$ cat config.mk
export PLATFORM = sky130hd
export DESIGN_NAME = hsl_to_rgb_converter
export DESIGN_NICKNAME = d
export VERILOG_FILES = /design/src/rtl/h2r_pkg.sv /design/src/rtl/hsl_to_rgb_converter.sv
export SDC_FILE = /design/constraint.sdc
export NUM_CORES = 2
export LEC_CHECK = 0
export BUFFER_PORTS_ARGS = -buffer_cell sky130_fd_sc_hd__buf_4
export CAP_MARGIN = 20
export CORE_MARGIN = 1
export CORE_UTILIZATION = 45
export DETAILED_ROUTE_END_ITERATION = 10
export PLACE_DENSITY_LB_ADDON = 0.08
export SLEW_MARGIN = 20
export SYNTH_ARGS = -nofsm -noshare
export SYNTH_HDL_FRONTEND = slang
export SYNTH_SLANG_ARGS = --single-unit
$ cat constraint.sdc
create_clock -name clock -period 6.3 [get_ports clock]
set_input_delay 0.63 -clock clock [delete_from_list [all_inputs] [get_ports clock]]
set_output_delay 0.63 -clock clock [all_outputs]
set_load 0.02 [all_outputs]
$ cat src/rtl/h2r_pkg.sv
// Shared types and constants for the HSL to RGB converter.
// Holds the item structs, the fraction format and the hue sector codes.
// No dependencies.
package h2r_pkg;

   // Fraction format: ONE = 2^FRAC_BITS stands for 1.0
   localparam int FRAC_BITS = 12;
   localparam int FIELD_W   = FRAC_BITS + 1;
   localparam int HUE_W     = 16;

   // One input item
   typedef struct packed {
      logic signed [HUE_W-1:0]   hue;
      logic        [FIELD_W-1:0] saturation;
      logic        [FIELD_W-1:0] lightness;
      logic        [FIELD_W-1:0] alpha_in;
   } hsl_req_type;

   // One result item
   typedef struct packed {
      logic [FIELD_W-1:0] red;
      logic [FIELD_W-1:0] green;
      logic [FIELD_W-1:0] blue;
      logic [FIELD_W-1:0] alpha_out;
   } rgb_rsp_type;

   // 60 degree hue sectors, named by the colour pair they run between
   typedef enum logic [2:0] {
      SEC_RED_YELLOW     = 3'd0,
      SEC_YELLOW_GREEN   = 3'd1,
      SEC_GREEN_CYAN     = 3'd2,
      SEC_CYAN_BLUE      = 3'd3,
      SEC_BLUE_MAGENTA   = 3'd4,
      SEC_MAGENTA_RED    = 3'd5
   } sector_type;

endpackage

$ cat src/rtl/hsl_to_rgb_converter.sv
// Top level of the HSL to RGB converter: five-stage pipeline, one item per clock.
// Depends on h2r_pkg for the item structs, fraction format and sector codes.
//
//   channel | ports                        | handshake
//   --------+------------------------------+---------------------------------
//   request | start, busy, req_data        | taken when start high, busy low
//   result  | rsp_strobe, rsp_data         | one-cycle strobe, never held off
//
// Throughput is one item per clock; busy is always low.
// The result strobe rises once the item has passed the five register stages
// (hue sector, chroma product, channel terms, channel sums, divide by 15 and
// clamp).
// Synchronous reset clears the stage valid bits only; items in flight are dropped.
// The receiver cannot stall, so the pipeline never holds.
module hsl_to_rgb_converter (
   input  logic                 clock,
   input  logic                 reset,
   input  logic                 start,
   output logic                 busy,
   input  h2r_pkg::hsl_req_type req_data,
   output logic                 rsp_strobe,
   output h2r_pkg::rgb_rsp_type rsp_data
);

   localparam int FB    = h2r_pkg::FRAC_BITS;
   localparam int FW    = h2r_pkg::FIELD_W;
   localparam int CNW   = 2 * FB + 1;          // chroma at scale ONE*ONE
   localparam int VW    = 2 * FB + 12;         // channel value at scale ONE*ONE*960
   localparam int ZW    = VW - FB - 6;         // value after dividing by ONE*64
   localparam int D15_S = ZW + 4;
   localparam int D15_MW = D15_S - 3;
   localparam int D15_M = (1 << D15_S) / 15 + 1;
   localparam int QW    = ZW - 3;
   localparam int LAT   = 5;

   localparam logic [FW-1:0] ONE = FW'(1) << FB;

   // hue sector search: divide (u >> 6) by 15 with a reciprocal
   localparam int HSEC_S = 15;
   localparam logic [11:0] HSEC_M = 12'd2185;

   // ---------------- stage 1: clamp, wrap hue, find 60 degree slot ----------
   logic          s1_valid_ff;
   logic [16:0]   s1_u_in, s1_u_ff;
   logic [6:0]    s1_sec_in, s1_sec_ff;
   logic [FW-1:0] s1_sat_in, s1_sat_ff;
   logic [FW-1:0] s1_light_in, s1_light_ff;
   logic [FW-1:0] s1_alpha_in, s1_alpha_ff;
   logic [FW-1:0] s1_t_in, s1_t_ff;
   logic [22:0]   s1_hprod;
   logic [FW:0]   s1_twol;
   logic [FW:0]   s1_absd;
   logic          accept;

   assign busy   = 1'b0;
   assign accept = start && !busy;

   always_comb begin
      // shift hue up by six full turns so the value is never negative
      s1_u_in   = 17'({~req_data.hue[15], req_data.hue[14:0]}) + 17'd1792;
      s1_hprod  = 23'(s1_u_in[16:6]) * 23'(HSEC_M);
      s1_sec_in = s1_hprod[HSEC_S +: 7];

      s1_sat_in   = (req_data.saturation > ONE) ? ONE : req_data.saturation;
      s1_light_in = (req_data.lightness > ONE) ? ONE : req_data.lightness;
      s1_alpha_in = (req_data.alpha_in > ONE) ? ONE : req_data.alpha_in;

      s1_twol = {s1_light_in, 1'b0};
      s1_absd = (s1_twol >= (FW+1)'(ONE)) ? s1_twol - (FW+1)'(ONE)
                                           : (FW+1)'(ONE) - s1_twol;
      s1_t_in = ONE - s1_absd[FW-1:0];
   end

   // ---------------- stage 2: sector, secondary weight, chroma --------------
   logic                s2_valid_ff;
   logic [12:0]         s2_qprod;
   logic [3:0]          s2_turns;
   logic [6:0]          s2_secnum;
   logic [16:0]         s2_rem_full;
   logic [9:0]          s2_rem;
   h2r_pkg::sector_type s2_sector_in, s2_sector_ff;
   logic [9:0]          s2_k_in, s2_k_ff;
   logic [CNW-1:0]      s2_cn_in, s2_cn_ff;
   logic [FW-1:0]       s2_light_ff;
   logic [FW-1:0]       s2_alpha_ff;
   logic [2*FW-1:0]     s2_tprod;

   always_comb begin
      // sec mod 6 through a reciprocal of 6 (exact below 96)
      s2_qprod     = 13'(s1_sec_ff) * 13'd43;
      s2_turns     = s2_qprod[8 +: 4];
      s2_secnum    = s1_sec_ff - 7'(s2_turns) * 7'd6;
      s2_sector_in = h2r_pkg::sector_type'(s2_secnum[2:0]);
      s2_rem_full  = s1_u_ff - 17'(s1_sec_ff) * 17'd960;
      s2_rem       = s2_rem_full[9:0];
      // odd sectors run the secondary weight downwards
      s2_k_in      = s2_secnum[0] ? 10'd960 - s2_rem : s2_rem;
      s2_tprod     = (2*FW)'(s1_t_ff) * (2*FW)'(s1_sat_ff);
      s2_cn_in     = s2_tprod[CNW-1:0];
   end

   // ---------------- stage 3: channel terms at scale ONE*ONE*960 ------------
   logic                s3_valid_ff;
   logic [VW-1:0]       s3_cv_in, s3_cv_ff;
   logic [VW-1:0]       s3_xv_in, s3_xv_ff;
   logic [VW-1:0]       s3_base_in, s3_base_ff;
   h2r_pkg::sector_type s3_sector_ff;
   logic [FW-1:0]       s3_alpha_ff;

   always_comb begin
      s3_cv_in   = VW'(s2_cn_ff) * VW'(10'd960);
      s3_xv_in   = VW'(s2_cn_ff) * VW'(s2_k_ff);
      // offset m plus the rounding half, both halved with the channel terms
      s3_base_in = (VW'(s2_light_ff) << FB) * VW'(10'd960)
                 + (VW'(ONE) * VW'(9'd480))
                 - VW'(s2_cn_ff) * VW'(9'd480);
   end

   // ---------------- stage 4: pick ordering, add offset, drop ONE*64 --------
   logic          s4_valid_ff;
   logic [VW-1:0] s4_rpick, s4_gpick, s4_bpick;
   logic [VW-1:0] s4_rsum, s4_gsum, s4_bsum;
   logic [ZW-1:0] s4_red_in, s4_red_ff;
   logic [ZW-1:0] s4_green_in, s4_green_ff;
   logic [ZW-1:0] s4_blue_in, s4_blue_ff;
   logic [FW-1:0] s4_alpha_ff;

   always_comb begin
      s4_rpick = '0;
      s4_gpick = '0;
      s4_bpick = '0;
      case (s3_sector_ff)
         h2r_pkg::SEC_RED_YELLOW: begin
            s4_rpick = s3_cv_ff;
            s4_gpick = s3_xv_ff;
         end
         h2r_pkg::SEC_YELLOW_GREEN: begin
            s4_rpick = s3_xv_ff;
            s4_gpick = s3_cv_ff;
         end
         h2r_pkg::SEC_GREEN_CYAN: begin
            s4_gpick = s3_cv_ff;
            s4_bpick = s3_xv_ff;
         end
         h2r_pkg::SEC_CYAN_BLUE: begin
            s4_gpick = s3_xv_ff;
            s4_bpick = s3_cv_ff;
         end
         h2r_pkg::SEC_BLUE_MAGENTA: begin
            s4_rpick = s3_xv_ff;
            s4_bpick = s3_cv_ff;
         end
         default: begin
            s4_rpick = s3_cv_ff;
            s4_bpick = s3_xv_ff;
         end
      endcase
      s4_rsum     = s3_base_ff + s4_rpick;
      s4_gsum     = s3_base_ff + s4_gpick;
      s4_bsum     = s3_base_ff + s4_bpick;
      s4_red_in   = s4_rsum[VW-1:FB+6];
      s4_green_in = s4_gsum[VW-1:FB+6];
      s4_blue_in  = s4_bsum[VW-1:FB+6];
   end

   // ---------------- stage 5: divide by 15, clamp, output register ----------
   logic [ZW+D15_MW-1:0] s5_rprod, s5_gprod, s5_bprod;
   logic [QW-1:0]        s5_rq, s5_gq, s5_bq;
   logic                 rsp_strobe_ff;
   h2r_pkg::rgb_rsp_type rsp_data_in, rsp_data_ff;

   always_comb begin
      s5_rprod = (ZW+D15_MW)'(s4_red_ff)   * (ZW+D15_MW)'(D15_M);
      s5_gprod = (ZW+D15_MW)'(s4_green_ff) * (ZW+D15_MW)'(D15_M);
      s5_bprod = (ZW+D15_MW)'(s4_blue_ff)  * (ZW+D15_MW)'(D15_M);
      s5_rq    = s5_rprod[D15_S +: QW];
      s5_gq    = s5_gprod[D15_S +: QW];
      s5_bq    = s5_bprod[D15_S +: QW];
      rsp_data_in.red       = (s5_rq > QW'(ONE)) ? ONE : s5_rq[FW-1:0];
      rsp_data_in.green     = (s5_gq > QW'(ONE)) ? ONE : s5_gq[FW-1:0];
      rsp_data_in.blue      = (s5_bq > QW'(ONE)) ? ONE : s5_bq[FW-1:0];
      rsp_data_in.alpha_out = s4_alpha_ff;
   end

   // ---------------- registers ----------------------------------------------
   always_ff @(posedge clock) begin
      if (reset) begin
         s1_valid_ff   <= 1'b0;
         s2_valid_ff   <= 1'b0;
         s3_valid_ff   <= 1'b0;
         s4_valid_ff   <= 1'b0;
         rsp_strobe_ff <= 1'b0;
      end else begin
         s1_valid_ff   <= accept;
         s2_valid_ff   <= s1_valid_ff;
         s3_valid_ff   <= s2_valid_ff;
         s4_valid_ff   <= s3_valid_ff;
         rsp_strobe_ff <= s4_valid_ff;
      end
   end

   always_ff @(posedge clock) begin
      s1_u_ff      <= s1_u_in;
      s1_sec_ff    <= s1_sec_in;
      s1_sat_ff    <= s1_sat_in;
      s1_light_ff  <= s1_light_in;
      s1_alpha_ff  <= s1_alpha_in;
      s1_t_ff      <= s1_t_in;

      s2_sector_ff <= s2_sector_in;
      s2_k_ff      <= s2_k_in;
      s2_cn_ff     <= s2_cn_in;
      s2_light_ff  <= s1_light_ff;
      s2_alpha_ff  <= s1_alpha_ff;

      s3_cv_ff     <= s3_cv_in;
      s3_xv_ff     <= s3_xv_in;
      s3_base_ff   <= s3_base_in;
      s3_sector_ff <= s2_sector_ff;
      s3_alpha_ff  <= s2_alpha_ff;

      s4_red_ff    <= s4_red_in;
      s4_green_ff  <= s4_green_in;
      s4_blue_ff   <= s4_blue_in;
      s4_alpha_ff  <= s3_alpha_ff;

      rsp_data_ff  <= rsp_data_in;
   end

   assign rsp_strobe = rsp_strobe_ff;
   assign rsp_data   = rsp_data_ff;

`ifndef SYNTHESIS
   a_item_reaches_output: assert property (@(posedge clock) disable iff (reset)
      accept |-> ##LAT rsp_strobe)
      else $error("accepted item did not produce a result after the pipeline latency");

   a_no_invented_result: assert property (@(posedge clock) disable iff (reset)
      rsp_strobe |-> $past(accept, LAT))
      else $error("result strobe without an item taken at the matching cycle");

   a_channels_in_range: assert property (@(posedge clock) disable iff (reset)
      rsp_strobe |-> (rsp_data.red <= ONE) && (rsp_data.green <= ONE)
                     && (rsp_data.blue <= ONE) && (rsp_data.alpha_out <= ONE))
      else $error("result channel above one");

   a_stage_weight_bounded: assert property (@(posedge clock) disable iff (reset)
      s2_valid_ff |-> (s2_k_ff <= 10'd960) && (s2_cn_ff <= CNW'(ONE) * CNW'(ONE)))
      else $error("secondary weight or chroma out of range");
`endif

endmodule
---- Yosys cells after proc, flatten, opt, wreduce, memory -nomap -nowiden ----
Cells that the tools add are included.
storage, ports and cells
  register bits ........................... 373
  output and inout port bits .............. 54
  input port bits ......................... 58
  logic and storage cells ................. 78
cells by class
  $mul .................................... 12
  bitwise gates (word level) .............. 1
  add/sub/neg operators ................... 12
  mux-type cells .......................... 6
  equality and inequality tests ........... 4
  order comparisons ....................... 7
  reductions and logical operators ........ 7
operators with widths
  operator                                                count
  case mux 35 bit (2 select lines)                        3
  multiplier 18 x 19 -> 37 bit (second input constant)    3
  adder 36 bit                                            3
  multiplier 25 x 4 -> 29 bit (second input constant)     2
  > comparator 15 x 13 -> 1 bit (second input constant)   3
  > comparator 13 bit (second input constant)             3
  adder 35 x 21 -> 36 bit (second input constant)         1
  subtractor 36 x 34 -> 36 bit                            1
  multiplier 25 x 10 -> 35 bit                            1
  2-to-1 mux 13 bit                                       2
  subtractor 13 bit (first input constant)                2
  multiplier 13 x 13 -> 25 bit                            1
  multiplier 11 x 12 -> 22 bit (second input constant)    1
  adder 16 x 11 -> 17 bit (second input constant)         1
  multiplier 13 x 4 -> 17 bit (second input constant)     1
  >= comparator 14 x 13 -> 1 bit (second input constant)  1
  subtractor 13 bit (second input constant)               1
  multiplier 7 x 6 -> 12 bit (second input constant)      1
  OR reduction 2 bit                                      6
  2-to-1 mux 10 bit                                       1
  subtractor 10 bit                                       1
  subtractor 10 bit (first input constant)                1
  multiplier 7 x 4 -> 4 bit (second input constant)       1
  == test 3 x 2 -> 1 bit (second input constant)          2
  other kinds (6)                                         6

---- Logic depth before layout (Yosys ltp) ----
  depth after elaboration ................. 5
  gate-level depth with buffers ........... 28
  gate-level depth less buffers ........... 27

---- Least setup slack after synthesis ----
No wires, ideal clock.
  kind .................................... register to register
  from .................................... register s2_k_ff[3]
  to ...................................... register s3_xv_ff[31]
  clock period less this slack ............ 5.683 ns
  setup time .............................. 0.120 ns
  arrival ................................. 5.564 ns
  stages on the path, launching flop included .. 25
  path buffers ............................ 1
  path slack .............................. 0.617 ns
  data required time ...................... 6.180 ns
  cells stage by stage .................... dfxtp_1 -> clkbuf_1 -> nand2_1 -> fa_1 -> inv_1 -> fa_1 -> inv_1 -> fa_1 -> inv_1 -> fa_1 -> inv_1 -> fa_1 -> inv_1 -> ha_1 -> a21o_1 -> a21o_1 -> a21oi_1 -> o21ai_0 -> a21oi_1 -> o21ai_0 -> nor2_1 -> nor3_1 -> or2_2 -> a21o_1 -> xor2_1
on the way
  word-level cells in the longest chain between the ends .. 1
ends and longest elaborated chain
  what                          line                         source
  start, declared               hsl_to_rgb_converter.sv:82   logic [9:0] s2_k_in, s2_k_ff;
  start signal, assigned        hsl_to_rgb_converter.sv:211  s2_k_ff <= s2_k_in;
  multiplier 25 x 10 -> 35 bit  hsl_to_rgb_converter.sv:112  s3_xv_in = VW'(s2_cn_ff) * VW'(s2_k_ff);
  net s3_xv_in[31]              hsl_to_rgb_converter.sv:105  logic [VW-1:0] s3_xv_in, s3_xv_ff;
  end signal, assigned          hsl_to_rgb_converter.sv:217  s3_xv_ff <= s3_xv_in;
  end, declared                 hsl_to_rgb_converter.sv:105
The timed path passes the listed nets, and every way through them passes these cells.
A chain may end at the register's enable or synchronous reset.

---- Final worst setup path ----
  from .................................... register s2_k_ff[6]
  to ...................................... register s3_xv_ff[31]
Same word-level chain as after synthesis.

==> results.json <==
{
  "die_h_um": 301.8,
  "ys.warnings.count": 0,
  "ys_ff_latch": 356,
  "postSynth.asyncResetShare": 0,
  "port_buffers": 110,
  "fill_cells": 8453,
  "gr-usage-all-layers": 0.1981,
  "tritoncts": "built",
  "num_rows": 109,
  "wl_per_cell_um": 15.43,
  "fin_skew_ns": 0.02162,
  "hp-class": "in2reg",
  "final_common_cell": "inv_1",
  "drc_errors": 2,
  "timing.final.max_slew_violations": 0,
  "layout-drive-gt1-share": 0.06990,
  "clk_pin_slew_ns": 0.06,
  "die_w_um": 301.8,
  "pin_count": 112,
  "hold_ws_ns": 0.1298,
  "overflow": 0,
  "gp_congestion": 0.8508,
  "routed_wl_um": 87310,
  "synth_cell_types": 87,
  "first_pass_iters": 10,
  "layout_common_cells": "775 x inv_1, 707 x ha_1, 486 x fa_1",
  "clk_latency_ns": 0.60,
  "cts_buffer_depth": 3,
  "syn_to_final_growth_pct": 9.936,
  "vias": 28260,
  "setup.worst_path.start_class": "flop",
  "ys_seq_area_frac": 0.1763,
  "final_nets": 5706,
  "syn_inst": 4345,
  "diodes": 0,
  "failed_checks": "design-rule violations",
  "cp.arrival_ns": 6.39,
  "syn_area_um2": 40430,
  "ys_dominant_reg_cell": "dfxtp_1",
  "rsz0062_at_grt": "no",
  "end_kind": "flop",
  "antenna_found_initial": 2,
  "die_area_um2": 91050,
  "synth_nets": 5596,
  "cts-htree-levels": 2,
  "grt_max_degree": 34,
  "max_freq_ghz": 0.1690,
  "core_um2": 88650,
  "grt_pass1_vias": 29490,
  "avgSynthCellArea_um2": 9.306,
  "fin_crit_sh": 0.9393,
  "crit_fanout": 14,
  "viasPerCell": 4.995,
  "clock-sinks": 356,
  "antenna_left": 0,
  "setup_ws_ns": 0.3823,
  "crit_required_ns": 6.77,
  "synth_edf_count": 0,
  "path_class": "reg2reg",
  "drtIter0Drc": 1176,
  "period_minus_slack_ns": 5.918,
  "status": "finished, violations left",
  "place_hpwl_um": 74510,
  "finalHoldViolCount": 0,
  "setup_viol": 0,
  "grt_pass1_wl_um": 146700,
  "maxSlewHeadroom": 0.4927,
  "start_util": 0.4561,
  "cts_root_buf": "clkbuf_16",
  "numCtsBuffers": 45,
  "cap_viol_max_count": 0,
  "fin_tns_setup_ns": 0,
  "pre_cts_slack_ns": 0.1015,
  "tightest_slew_ns": 0.7599
}
## timing repair
item	4_1_cts	5_1_grt
setup endpoints to repair	0	9
hold buffers	0	0
gates resized for setup	0	13
buffers inserted	0	0
## critical path, cell delays in order, from the launching register on
cell and delay [ns]:
dfxtp_1 0.58, buf_4 0.27, and2_1 0.17, fa_1 0.43, fa_1 0.47, fa_1 0.54, inv_1 0.05, fa_1 0.42
inv_1 0.09, fa_1 0.42, ha_1 0.38, a21o_1 0.20, a21o_1 0.18, o31ai_1 0.19, o21ai_0 0.12, a21oi_1 0.21
o21ai_0 0.20, nor2_1 0.18, nor3_1 0.09, or2_2 0.29, a21o_1 0.19, xor2_1 0.14
## synthesized netlist by cell type (36+ instances only)
library cell	count	area, um^2
nor2b_1	69	431.7
clkbuf_1	98	367.9
inv_1	775	2909
nor3_1	70	350.3
a21oi_1	183	915.9
dfxtp_1	356	7127
o21ai_0	75	375.4
nor2_1	172	645.6
o21a_1	36	270.3
and2_1	173	1082
fa_1	486	9729
nand2_1	401	1505
xor2_1	65	569.3
ha_1	707	8846
a22o_1	56	490.5
a21o_1	70	525.5
nand3_1	49	245.2
xnor2_1	162	1419
## logic make-up after synthesis
family                     share of synthesized area
adders and majority gates                     0.4594
and+or+nand+nor                               0.1282
buffers and inverters                        0.08247
AOI/OAI and AO/OA                             0.1023
DFF                                           0.1763
xor gates and xnor gates                     0.04917
muxes                                       0.002073
other                                     0.00009275
## through the flow
step	util	cell area [um^2]	std cells
after global placement	0.4826	42780	5573
after global routing	0.5014	44450	5657
after CTS	0.5012	44430	5657
after floorplan	-	40430	4345
after detailed placement	0.4826	42780	5573
final	0.5014	44450	5657
## final cells by class
class / instances / area (um^2) / area share
multi-input combinational: 3105 / 30000 / 0.6749
tap: 1165 / 1458 / 0.03279
clock buffer: 61 / 1296 / 0.02916
inverter: 775 / 2909 / 0.06545
timing repair buffer: 172 / 1291 / 0.02905
clock inverter: 23 / 352.8 / 0.007938
sequential: 356 / 7142 / 0.1607
## flip-flops by register name (all words and copies together) (netlist names), 18 cells and up
signal	cells
rsp_data	52
s2_cn_ff	24
s3_base_ff	30
s3_cv_ff	27
s3_xv_ff	29
s4_blue_ff	18
s4_green_ff	18
s4_red_ff	18
## path summary, 6_finish.rpt
kind | startpoint | endpoint | slack (ns) | cells after the start
worst max-delay path | s2_k_ff[6] | s3_xv_ff[31] | 0.38 | 21
worst min-delay path | req_data[42] | s1_u_ff[3] | 0.13 | 1
worst max register to register | s2_k_ff[6] | s3_xv_ff[31] | 0.38 | 21
worst min register to register | s4_alpha_ff[7] | rsp_data[7] | 0.32 | 0
## layer usage
metal | GRT usage | vias to the layer above | part of all wire
li1 | - | 14310 | -
met1 | 0.2598 | 13520 | 0.47
met2 | 0.3478 | 321 | 0.48
met3 | 0.01997 | 100 | 0.026
met4 | 0.05075 | 2 | 0.022
met5 | 0 | - | 0.00015
Power is not shown: default switching activity piles up to over one toggle a cycle in this logic, so the estimate is an artifact.
